$ cat config.mk
export PLATFORM = sky130hd
export DESIGN_NAME = periodic_timer_table
export DESIGN_NICKNAME = d
export VERILOG_FILES = /design/src/rtl/core/ptt_pkg.sv /design/src/rtl/core/ptt_ram.sv /design/src/rtl/core/ptt_ctrl.sv /design/src/rtl/core/ptt_dp.sv /design/src/rtl/core/periodic_timer_table.sv
export SDC_FILE = /design/constraint.sdc
export NUM_CORES = 1
export LEC_CHECK = 0
export ABC_CLOCK_PERIOD_IN_PS = 15600
export BUFFER_PORTS_ARGS = -buffer_cell sky130_fd_sc_hd__clkbuf_2
export CORE_MARGIN = 2
export CORE_UTILIZATION = 50
export CTS_CLUSTER_DIAMETER = 150
export DETAILED_ROUTE_END_ITERATION = 6
export GPL_TIMING_DRIVEN = 1
export PLACE_DENSITY_LB_ADDON = 0.3
export REMOVE_ABC_BUFFERS = 1
export SKIP_LAST_GASP = 1
export SLEW_MARGIN = 20
export SYNTH_ARGS = -nofsm -noshare
export SYNTH_HDL_FRONTEND = slang
export SYNTH_HIERARCHICAL = 1
export SYNTH_SLANG_ARGS = --single-unit
$ cat constraint.sdc
create_clock -name clk -period 15.6 [get_ports clk]
set_input_delay 0.78 -clock clk [delete_from_list [all_inputs] [get_ports clk]]
set_output_delay 0.78 -clock clk [all_outputs]
set_load 0.01 [all_outputs]
$ cat src/rtl/core/ptt_pkg.sv
package ptt_pkg;

	localparam logic       MODE_TICK   = 1'b0;
	localparam logic       MODE_REG    = 1'b1;

	localparam logic [1:0] KIND_PING   = 2'd0;
	localparam logic [1:0] KIND_REG    = 2'd1;
	localparam logic [1:0] KIND_FULL   = 2'd2;

	localparam logic [7:0] TICK_RESET  = 8'd5;
	localparam int         MAX_RESULTS = 8;
	localparam int         CNT_W       = $clog2(MAX_RESULTS + 1);

	typedef struct packed {
		logic        mode;
		logic [7:0]  client_id;
		logic [30:0] delay_ms;
		logic [30:0] repeat_ms;
	} in_item_t;

	typedef struct packed {
		logic [1:0]  kind;
		logic [7:0]  client_out;
		logic [31:0] due_time;
		logic [2:0]  slot_out;
		logic        last;
	} out_item_t;

	typedef struct packed {
		logic [7:0]  client;
		logic [31:0] due;
		logic [30:0] period;
	} slot_rec_t;

	typedef struct packed {
		logic load;
		logic idx_inc;
		logic emit_reg;
		logic emit_full;
		logic hit;
		logic flush;
	} ctrl_cmd_t;

	typedef struct packed {
		logic busy_at_idx;
		logic hit;
		logic idx_last;
		logic ping_last;
		logic hold_valid;
		logic out_free;
	} dp_status_t;

endpackage

$ cat src/rtl/core/ptt_ram.sv
module ptt_ram #(
	parameter int WIDTH = 71,
	parameter int DEPTH = 8
) (
	input  logic                                          clk,
	input  logic                                          we,
	input  logic [((DEPTH > 1) ? $clog2(DEPTH) : 1)-1:0] waddr,
	input  logic [WIDTH-1:0]                              wdata,
	input  logic [((DEPTH > 1) ? $clog2(DEPTH) : 1)-1:0] raddr,
	output logic [WIDTH-1:0]                              rdata
);

	logic [WIDTH-1:0] mem_q [DEPTH];

	always_ff @(posedge clk) begin
		if (we) begin
			mem_q[waddr] <= wdata;
		end
		rdata <= mem_q[raddr];
	end

endmodule

$ cat src/rtl/core/ptt_ctrl.sv
module ptt_ctrl (
	input  logic                clk,
	input  logic                arst_n,
	input  logic                in_valid,
	input  logic                in_mode,
	output logic                in_stall,
	input  ptt_pkg::dp_status_t status,
	output ptt_pkg::ctrl_cmd_t  cmd
);

	import ptt_pkg::*;

	localparam logic [2:0] ST_IDLE     = 3'd0;
	localparam logic [2:0] ST_REG_SCAN = 3'd1;
	localparam logic [2:0] ST_REG_OK   = 3'd2;
	localparam logic [2:0] ST_REG_FULL = 3'd3;
	localparam logic [2:0] ST_TICK_RD  = 3'd4;
	localparam logic [2:0] ST_TICK_CHK = 3'd5;
	localparam logic [2:0] ST_TICK_END = 3'd6;

	logic [2:0] state_q;
	logic [2:0] state_d;

	assign in_stall = (state_q != ST_IDLE);

	always_comb begin
		state_d = state_q;
		cmd     = '0;
		case (state_q)
			ST_IDLE: begin
				if (in_valid) begin
					cmd.load = 1'b1;
					state_d  = (in_mode == MODE_REG) ? ST_REG_SCAN : ST_TICK_RD;
				end
			end
			ST_REG_SCAN: begin
				if (!status.busy_at_idx) begin
					state_d = ST_REG_OK;
				end else if (status.idx_last) begin
					state_d = ST_REG_FULL;
				end else begin
					cmd.idx_inc = 1'b1;
				end
			end
			ST_REG_OK: begin
				if (status.out_free) begin
					cmd.emit_reg = 1'b1;
					state_d      = ST_IDLE;
				end
			end
			ST_REG_FULL: begin
				if (status.out_free) begin
					cmd.emit_full = 1'b1;
					state_d       = ST_IDLE;
				end
			end
			ST_TICK_RD: begin
				state_d = ST_TICK_CHK;
			end
			ST_TICK_CHK: begin
				if (status.hit) begin
					if (!status.hold_valid || status.out_free) begin
						cmd.hit = 1'b1;
						if (status.ping_last || status.idx_last) begin
							state_d = ST_TICK_END;
						end else begin
							cmd.idx_inc = 1'b1;
							state_d     = ST_TICK_RD;
						end
					end
				end else if (status.idx_last) begin
					state_d = ST_TICK_END;
				end else begin
					cmd.idx_inc = 1'b1;
					state_d     = ST_TICK_RD;
				end
			end
			ST_TICK_END: begin
				if (!status.hold_valid) begin
					state_d = ST_IDLE;
				end else if (status.out_free) begin
					cmd.flush = 1'b1;
					state_d   = ST_IDLE;
				end
			end
			default: begin
				state_d = ST_IDLE;
			end
		endcase
	end

	always_ff @(posedge clk or negedge arst_n) begin
		if (!arst_n) begin
			state_q <= ST_IDLE;
		end else begin
			state_q <= state_d;
		end
	end

endmodule

$ cat src/rtl/core/ptt_dp.sv
module ptt_dp #(
	parameter int TIMER_SLOTS = 8
) (
	input  logic                clk,
	input  logic                arst_n,
	input  ptt_pkg::ctrl_cmd_t  cmd,
	output ptt_pkg::dp_status_t status,
	input  ptt_pkg::in_item_t   in_item,
	output logic                out_valid,
	input  logic                out_stall,
	output ptt_pkg::out_item_t  out_item,
	input  logic                cfg_we,
	input  logic [7:0]          cfg_wdata
);

	import ptt_pkg::*;

	localparam int IDX_W = (TIMER_SLOTS > 1) ? $clog2(TIMER_SLOTS) : 1;

	logic [31:0]            now_q;
	logic [7:0]             tick_q;
	logic [TIMER_SLOTS-1:0] busy_q;
	logic [IDX_W-1:0]       idx_q;
	logic [CNT_W-1:0]       cnt_q;
	logic                   hold_valid_q;
	logic                   out_valid_q;
	in_item_t               item_q;
	out_item_t              hold_q;
	out_item_t              out_q;

	slot_rec_t              rd_rec;
	slot_rec_t              wr_rec;
	logic                   ram_we;
	logic [IDX_W+2:0]       idx_ext;
	logic [2:0]             slot_id;
	logic [31:0]            new_due;
	logic                   periodic;
	logic                   out_load;

	assign idx_ext  = {3'b000, idx_q};
	assign slot_id  = idx_ext[2:0];
	assign new_due  = now_q + {1'b0, item_q.delay_ms};
	assign periodic = (rd_rec.period != 31'd0);

	assign ram_we = cmd.emit_reg | (cmd.hit & periodic);

	assign out_load = cmd.emit_reg | cmd.emit_full | (cmd.hit & hold_valid_q) | cmd.flush;

	always_comb begin
		if (cmd.emit_reg) begin
			wr_rec.client = item_q.client_id;
			wr_rec.due    = new_due;
			wr_rec.period = item_q.repeat_ms;
		end else begin
			wr_rec.client = rd_rec.client;
			wr_rec.due    = rd_rec.due + {1'b0, rd_rec.period};
			wr_rec.period = rd_rec.period;
		end
	end

	ptt_ram #(
		.WIDTH($bits(slot_rec_t)),
		.DEPTH(TIMER_SLOTS)
	) u_slot_ram (
		.clk  (clk),
		.we   (ram_we),
		.waddr(idx_q),
		.wdata(wr_rec),
		.raddr(idx_q),
		.rdata(rd_rec)
	);

	assign status.busy_at_idx = busy_q[idx_q];
	assign status.hit         = busy_q[idx_q] && (now_q >= rd_rec.due);
	assign status.idx_last    = (idx_q == IDX_W'(TIMER_SLOTS - 1));
	assign status.ping_last   = (cnt_q == CNT_W'(MAX_RESULTS - 1));
	assign status.hold_valid  = hold_valid_q;
	assign status.out_free    = !out_valid_q || !out_stall;

	assign out_valid = out_valid_q;
	assign out_item  = out_q;

	// control state
	always_ff @(posedge clk or negedge arst_n) begin
		if (!arst_n) begin
			now_q        <= '0;
			tick_q       <= TICK_RESET;
			busy_q       <= '0;
			idx_q        <= '0;
			cnt_q        <= '0;
			hold_valid_q <= 1'b0;
			out_valid_q  <= 1'b0;
		end else begin
			if (cfg_we) begin
				tick_q <= cfg_wdata;
			end
			if (out_load) begin
				out_valid_q <= 1'b1;
			end else if (out_valid_q && !out_stall) begin
				out_valid_q <= 1'b0;
			end
			if (cmd.load) begin
				idx_q <= '0;
				cnt_q <= '0;
				if (in_item.mode == MODE_TICK) begin
					now_q <= now_q + {24'd0, tick_q};
				end
			end
			if (cmd.idx_inc) begin
				idx_q <= idx_q + 1'b1;
			end
			if (cmd.emit_reg) begin
				busy_q[idx_q] <= 1'b1;
			end
			if (cmd.hit) begin
				cnt_q        <= cnt_q + 1'b1;
				hold_valid_q <= 1'b1;
				if (!periodic) begin
					busy_q[idx_q] <= 1'b0;
				end
			end
			if (cmd.flush) begin
				hold_valid_q <= 1'b0;
			end
		end
	end

	// payload
	always_ff @(posedge clk) begin
		if (cmd.load) begin
			item_q <= in_item;
		end
		if (cmd.emit_reg) begin
			out_q.kind       <= KIND_REG;
			out_q.client_out <= item_q.client_id;
			out_q.due_time   <= new_due;
			out_q.slot_out   <= slot_id;
			out_q.last       <= 1'b1;
		end
		if (cmd.emit_full) begin
			out_q.kind       <= KIND_FULL;
			out_q.client_out <= item_q.client_id;
			out_q.due_time   <= '0;
			out_q.slot_out   <= '0;
			out_q.last       <= 1'b1;
		end
		if (cmd.hit) begin
			hold_q.kind       <= KIND_PING;
			hold_q.client_out <= rd_rec.client;
			hold_q.due_time   <= rd_rec.due;
			hold_q.slot_out   <= slot_id;
			hold_q.last       <= 1'b0;
			if (hold_valid_q) begin
				out_q <= hold_q;
			end
		end
		if (cmd.flush) begin
			out_q.kind       <= hold_q.kind;
			out_q.client_out <= hold_q.client_out;
			out_q.due_time   <= hold_q.due_time;
			out_q.slot_out   <= hold_q.slot_out;
			out_q.last       <= 1'b1;
		end
	end

endmodule

$ cat src/rtl/core/periodic_timer_table.sv
// Table of TIMER_SLOTS software timers on a 32-bit millisecond clock. A register
// item takes the lowest free slot and answers with one result (registered, or
// table full); a tick item adds the tick value (reset to 5, set through cfg_wdata)
// to the clock and then gives one ping per due slot in slot order, at most eight,
// the final one flagged last. One item is worked on at a time. A register item
// scans the busy flags from slot zero up to the first free slot; a tick item
// reads and then checks each slot in turn, since the slot records sit in a RAM
// with a registered read that the scan visits one slot at a time. A stalled
// output holds the work on the item until the output is free. Slot records need
// no clearing after reset: only the per-slot busy flags are reset.
module periodic_timer_table #(
	parameter int TIMER_SLOTS = 8
) (
	input  logic               clk,
	input  logic               arst_n,
	input  logic               in_valid,
	output logic               in_stall,
	input  ptt_pkg::in_item_t  in_item,
	output logic               out_valid,
	input  logic               out_stall,
	output ptt_pkg::out_item_t out_item,
	input  logic               cfg_we,
	input  logic [7:0]         cfg_wdata
);

	import ptt_pkg::*;

	ctrl_cmd_t  cmd;
	dp_status_t status;

	ptt_ctrl u_ctrl (
		.clk     (clk),
		.arst_n  (arst_n),
		.in_valid(in_valid),
		.in_mode (in_item.mode),
		.in_stall(in_stall),
		.status  (status),
		.cmd     (cmd)
	);

	ptt_dp #(
		.TIMER_SLOTS(TIMER_SLOTS)
	) u_dp (
		.clk      (clk),
		.arst_n   (arst_n),
		.cmd      (cmd),
		.status   (status),
		.in_item  (in_item),
		.out_valid(out_valid),
		.out_stall(out_stall),
		.out_item (out_item),
		.cfg_we   (cfg_we),
		.cfg_wdata(cfg_wdata)
	);

endmodule
==> out/metrics.yaml, run 1 <==
finish.instance_area_sq_mm: 0.04110
die_area_sq_mm: 0.07497
clock_sinks: 858
antenna_cells: 0
final_cell_mix: "681 x edfxtp_1, 144 x mux4_2, 130 x clkbuf_2"
synth-compound-area-share: 0.07195
fin_skew_ns: 0.02791
final-seq-area_sq_mm: 0.02431
rows: 98
crit_type: "reg2reg"
synth_edf_count: 681
grt_max_degree: 77
grt-ovfl-total: 0
grt_pass1_vias: 20830
hp-class: "in2reg"
dp_slack_ns: 10.47
cp.arrival_ns: 5.29
max_freq_mhz: 198.6
worstPathCellList: "ha_1 > a21o_1 > a21o_1 > a31o_2 > a21oi_1 > nor4_1 > o41ai_1 > a31oi_1 > nand4b_1 > nor2_4 > o21ai_0 > nand2_1 > nand2_1 > nor2_4 > buf_4"
hold_viol: 0
synth.mux.area_fraction: 0.1344
grt_first_pass_wirelength_um: 132400
syn_area_sq_mm: 0.03640
synthAdderAreaFrac: 0.03775
finalSetupViolCount: 0
die_y_um: 273.8
nets: 2606
cts_tree: "built"
yosysTopAreaCellShare: 0.5619
synth_top_family_by_area: "multiplexers"
wire_per_inst_um: 25.83
period_share: 0.3228
fillers: 5394
layout_commonest_cell: "edfxtp_1"
ys_ff_latch: 858
worstPathRequired_ns: 15.85
hold_buffers: 0
antenna_found_initial: 5
yosys.area.top_type: "edfxtp_1"
portBuffers: 131
fin_ws_ns: 10.56
synth-xor-area-share: 0.01733
drive_gt1_frac: 0.2449
vias_per_cell: 6.049
rsz0062_at_grt: "no"
synthTopCellsByArea: "edfxtp_1 56%, mux4_2 8.9%, dfxtp_1 6.4%"
slew_headroom: 0.1927
cts_resized: 0
place_congestion: 0.8807
irDropWorstVdd_mv: 0.09511
dr_total_vias: 20790
finalNonFillerCells: 3437
fin_crit_ns: 5.035
critPathMaxStageDelay_ns: 0.94
dp.cells: 3273
clk_path_buf_depth: 3
yosys.cell_types.count: 89
place_hpwl_um: 57110
maxCapViolCount: 0
tightest_slew_ns: 1.201
leakage_uw: 0.01463
syn_to_final_growth_pct: 12.93
fin_setup_tns_ns: 0
ioPinCount: 132
clk_pin_slew_ns: 0.07
cts.htree.levels: 3
drtPass1Iterations: 7
finalWirelength_um: 88770
ys.flop_type: "edfxtp_1"
ys_seq_area_frac: 0.6675
fp.coreArea_sq_mm: 0.07173
groute.usage.overall: 0.2385
initial_core_util: 0.5074
cp-end-kind: "flop"
post_cts_buffers: 0
status: "completed"
worst_setup_path_start_kind: "flop"
crit_slowest_cell: "nor2_4"
drc_errors: 0
die_x_um: 273.8
syn_area_per_cell_sq_um: 16.10
power_density_mw_per_mm2: 215.2
cts_root_buffer: "clkbuf_16"
slew_violations: 0
async_reset_ff_frac: 0.06993
ant_nets: 0
drt_first_iter_violations: 2335
ys_warn_count: 6
synth-simple-area-share: 0.04796
multi_input_area_sq_mm: 0.01134
p_total_uw: 8845
numCtsBuffers: 87
placed_cell_area_sq_mm: 0.03796
clk_latency_ns: 0.65
synth_cells: 2261
cp_max_fo: 42
-- sequential cells by signal, indices dropped and copies added (netlist names) --
register / count
u_dp/idx_q: 3
u_dp/out_valid: 1
u_dp/tick_q: 8
u_dp/out_item: 46
u_dp/cnt_q: 4
u_dp/busy_q: 8
u_dp/hold_q: 43
u_dp/u_slot_ram/mem_q: 568
u_dp/hold_valid_q: 1
u_dp/item_q: 70
u_dp/u_slot_ram/rdata: 71
u_dp/now_q: 32
u_ctrl/state_q: 3
-- cells by family (layout without fill, tap and decap cells) --
group           Yosys count  in the layout
xor+xnor                 72             72
simple gates            357            357
compound gates          409            409
flops                   858            858
fa+ha+maj               108            108
buf+inv                 164            390
mux                     293            293
-- through the flow --
stage / utilization / hold WS, ns
after floorplan: - / 0.4044
after CTS: 0.5722 / 0.2728
after global placement: 0.5290 / 0.4091
after detailed placement: 0.5293 / 0.4164
final: 0.5730 / 0.3099
after global routing: 0.5730 / 0.2839
-- cell usage after synthesis, types with 9 or more instances --
cell type / instances
a21o_1: 41
clkbuf_1: 49
a211oi_1: 13
mux4_2: 144
mux2i_1: 26
nand3_1: 30
a31oi_1: 20
o211ai_1: 10
xor2_1: 28
nand4_1: 18
ha_1: 105
nand2_1: 127
nand2b_1: 25
nor3_1: 17
a21oi_1: 107
dfrtp_1: 58
a21boi_0: 9
o21a_1: 11
mux2_2: 122
o21ai_0: 108
clkbuf_8: 9
o31ai_1: 14
buf_6: 13
nor4_1: 11
dfxtp_1: 117
and3_1: 12
inv_1: 68
buf_2: 16
nor2b_1: 18
edfxtp_1: 681
xnor2_1: 44
o21ai_1: 9
nor2_1: 65
o21bai_1: 9
-- final timing paths --
check / cells after the start / slack, ns / end / startpoint
worst max-delay path: 15 / 10.56 / u_dp/u_slot_ram/mem_q[5][57] / u_dp/now_q[13]
worst min-delay path: 1 / 0.31 / u_dp/item_q[11] / in_item[11]
worst max register to register: 15 / 10.56 / u_dp/u_slot_ram/mem_q[5][57] / u_dp/now_q[13]
worst min register to register: 0 / 0.43 / u_dp/hold_q[38] / u_dp/u_slot_ram/rdata[65]
max in group asynchronous: 2 / 14.66 / u_dp/idx_q[0] / arst_n
min in group asynchronous: 2 / 0.33 / u_dp/tick_q[5] / arst_n
-- where the power goes --
part / switching (uW) / internal [uW] / leakage (uW) / total [uW]
Clock: 884 / 1330 / 0.00149 / 2210
Sequential: 344 / 3400 / 0.00790 / 3750
Combinational: 1800 / 1080 / 0.00524 / 2890
Total: 3030 / 5810 / 0.0146 / 8840
-- routing by layer --
metal / wire length, um / vias up / global-route usage
met1: 38610 / 10630 / 0.3559
met4: 1889 / 8 / 0.06644
li1: - / 9146 / -
met3: 7881 / 105 / 0.04360
met2: 40350 / 899 / 0.3610
met5: 45 / - / 0
-- worst max-delay path, delay by kind of cell (launching register included) --
kind	cells	cell delay (ns)
DFF	1	0.45
and+or+nand+nor	6	1.99
AOI/OAI and AO/OA	7	1.05
buffers and inverters	1	0.75
adders and majority gates	1	0.33
-- final cells by class --
class,count,share of cell area
clock inverter,44,0.01644
inverter,68,0.006210
clock buffer,118,0.05857
multi-input combinational,1239,0.2759
tap,950,0.02892
timing repair buffer,160,0.02259
sequential,858,0.5914
(Power assumes the default switching activity.)
==> run 2: changes to the inputs <==
ABC_CLOCK_PERIOD_IN_PS = 5190   (was 15600)
clock period = 5.19 ns   (was 15.6 ns; I/O delays follow)
==> run 2 against run 1 <==
Largest cell class unchanged. Critical endpoint is now u_dp/u_slot_ram/mem_q[4][28]. Clock power grew to 2.9 times the previous value. Cell count grew 3.1%. Sequential power grew to 3.0 times the previous value.
==> out/metrics.yaml, run 2 (same netlist as run 1, synthesis figures left out) <==
groute.usage.overall: 0.2385  # about the same
cts_root_buffer: "clkbuf_16"
initial_core_util: 0.5074  # unchanged
crit_start: "u_dp/now_q[0]"
place_congestion: 0.9454  # +7.3%
status: "completed"
fin_skew_ns: 0.03575  # +0.007842 ns
grt_pass1_vias: 21440  # +2.9%
grt_first_pass_wirelength_um: 133000  # +0.43%
maxCapViolCount: 0  # unchanged
finalSetupViolCount: 0  # unchanged
cp.arrival_ns: 4.51  # -0.78 ns
largest_reg_flops: 568  # unchanged
top_regs: "u_dp/u_slot_ram/mem_q (568), u_dp/u_slot_ram/rdata (71), u_dp/item_q (70)"
finalWirelength_um: 88460  # -0.36%
cts_resized: 0  # unchanged
rr_endpoint: "u_dp/u_slot_ram/mem_q[4][28]"
period_share: 0.8032  # +0.4804
hold_buffers: 87  # +87
fin_crit_ns: 4.169  # -0.8666 ns
ioPinCount: 132  # unchanged
leakage_uw: 0.01505  # +2.9%
tightest_slew_ns: 1.197  # -0.003263 ns
hold_viol: 0  # unchanged
irDropWorstVdd_mv: 0.4942  # +420%
reg2reg_from: "u_dp/now_q[0]"
power_density_mw_per_mm2: 629.1  # +190%
cts.htree.levels: 3  # unchanged
top_register: "u_dp/u_slot_ram/mem_q"
die_y_um: 273.8  # unchanged
die_x_um: 273.8  # unchanged
cp_max_fo: 29  # -31%
wire_per_inst_um: 24.97  # -3.3%
slew_violations: 0  # unchanged
hp-class: "in2reg"
antenna_found_initial: 2  # -3
drc_errors: 0  # unchanged
drt_first_iter_violations: 2408  # +3.1%
clk_latency_ns: 0.66  # about the same
clock_sinks: 858  # unchanged
final_cell_mix: "681 x edfxtp_1, 144 x mux4_2, 130 x clkbuf_2"
crit_type: "reg2reg"
place_hpwl_um: 57730  # +1.1%
die_area_sq_mm: 0.07497  # unchanged
numCtsBuffers: 90  # +3.4%
fp.coreArea_sq_mm: 0.07173  # unchanged
slew_headroom: 0.1933  # +0.0005820
fin_ws_ns: 1.021  # -9.543 ns
dr_total_vias: 21140  # +1.7%
grt_max_degree: 124  # +61%
dp_slack_ns: 1.054  # -9.419 ns
drive_gt1_frac: 0.2420  # -0.002882
r2r_cells: 17  # +2
nets: 2706  # +3.8%
vias_per_cell: 5.969  # -1.3%
worstPathRequired_ns: 5.53  # -10.32 ns
portBuffers: 131  # unchanged
hold_start: "cfg_we"
ant_nets: 0  # unchanged
syn_to_final_growth_pct: 15.74
cts_tree: "built"
clk_path_buf_depth: 3  # unchanged
worst_setup_path_start_kind: "flop"
rsz0062_at_grt: "no"
reg2reg_slack_ns: 1.02  # -9.54 ns
max_freq_mhz: 239.9  # +21%
grt-ovfl-total: 0  # unchanged
cp-end-kind: "flop"
post_cts_buffers: 0  # unchanged
fin_setup_tns_ns: 0  # unchanged
rows: 98  # unchanged
clk_pin_slew_ns: 0.06  # about the same
setup.worst_path.end: "u_dp/u_slot_ram/mem_q[4][28]"
drtPass1Iterations: 5  # -2
layout_commonest_cell: "edfxtp_1"
## run 2: changes by cell type in the layout (fill, tap and decap cells not counted), moves of 4 or more
cell	change
bufinv_16	-7
dlygate4sd3_1	+87
buf_6	-4
clkinv_2	+5
buf_12	+15
## run 2: critical path, stage by stage (launching register included)
cell      delay [ns]
dfrtp_1         0.41
inv_1           0.07
ha_1            0.27
nand2b_1        0.14
a21oi_1         0.14
nor2b_1         0.05
o21ai_0         0.17
a21oi_1         0.10
o31a_1          0.27
o41ai_1         0.57
a31oi_1         0.26
nand4b_1        0.23
nor2_4          0.09
o21ai_0         0.09
nand2_1         0.16
nand2_1         0.37
nor3_2          0.11
buf_4           0.33
## run 2: how the worst min path moves through the flow
stage,cells past startpoint,endpoint,slack [ns]
2_1_floorplan,0,u_ctrl/state_q[0],-0.04
3_3_place_gp,0,u_dp/hold_q[40],0.41
3_5_place_dp,0,u_dp/hold_q[38],0.41
4_1_cts,2,u_dp/tick_q[3],0.0002
5_1_grt,2,u_dp/tick_q[5],0.04
6_report,2,u_dp/tick_q[5],0.04
## run 2: metrics by stage
| step | hold WS [ns] | total power, uW | area, sq um | cells | util |
|---|---|---|---|---|---|
| 5_1_grt | 0.04095 | 27740 | 42120 | 3541 | 0.5872 |
| 3_5_place_dp | 0.4119 | 19920 | 38230 | 3285 | 0.5329 |
| 4_1_cts | 0.0001937 | 26490 | 42120 | 3541 | 0.5872 |
| 2_1_floorplan | -0.03609 | 17220 | 35810 | 2165 | - |
| 6_report | 0.04023 | 26500 | 42130 | 3542 | 0.5873 |
| 3_3_place_gp | 0.4068 | 19580 | 38230 | 3285 | 0.5329 |
## run 2: per-layer routing
layer  global-route usage  share of wire  up-vias
met1               0.3529           0.43    10780
li1                     -              -     9350
met5                    0              0        -
met4              0.06342          0.020        0
met2               0.3718           0.47      893
met3              0.03561          0.078      116
## run 2: power breakdown
group | switching (uW) | internal (uW)
registers | 1120 | 10200
clock network | 2700 | 3770
logic | 5390 | 3310
total | 9200 | 17300
## run 2: cell type report
class / count / area [sq um]
fill: 5353 / 29610
sequential: 858 / 24310
multi-input combinational: 1239 / 11340
clock buffer: 122 / 2495
timing repair buffer: 257 / 2007
tap: 950 / 1189
clock inverter: 47 / 525.5
inverter: 68 / 255.2
antenna: 1 / 2.502
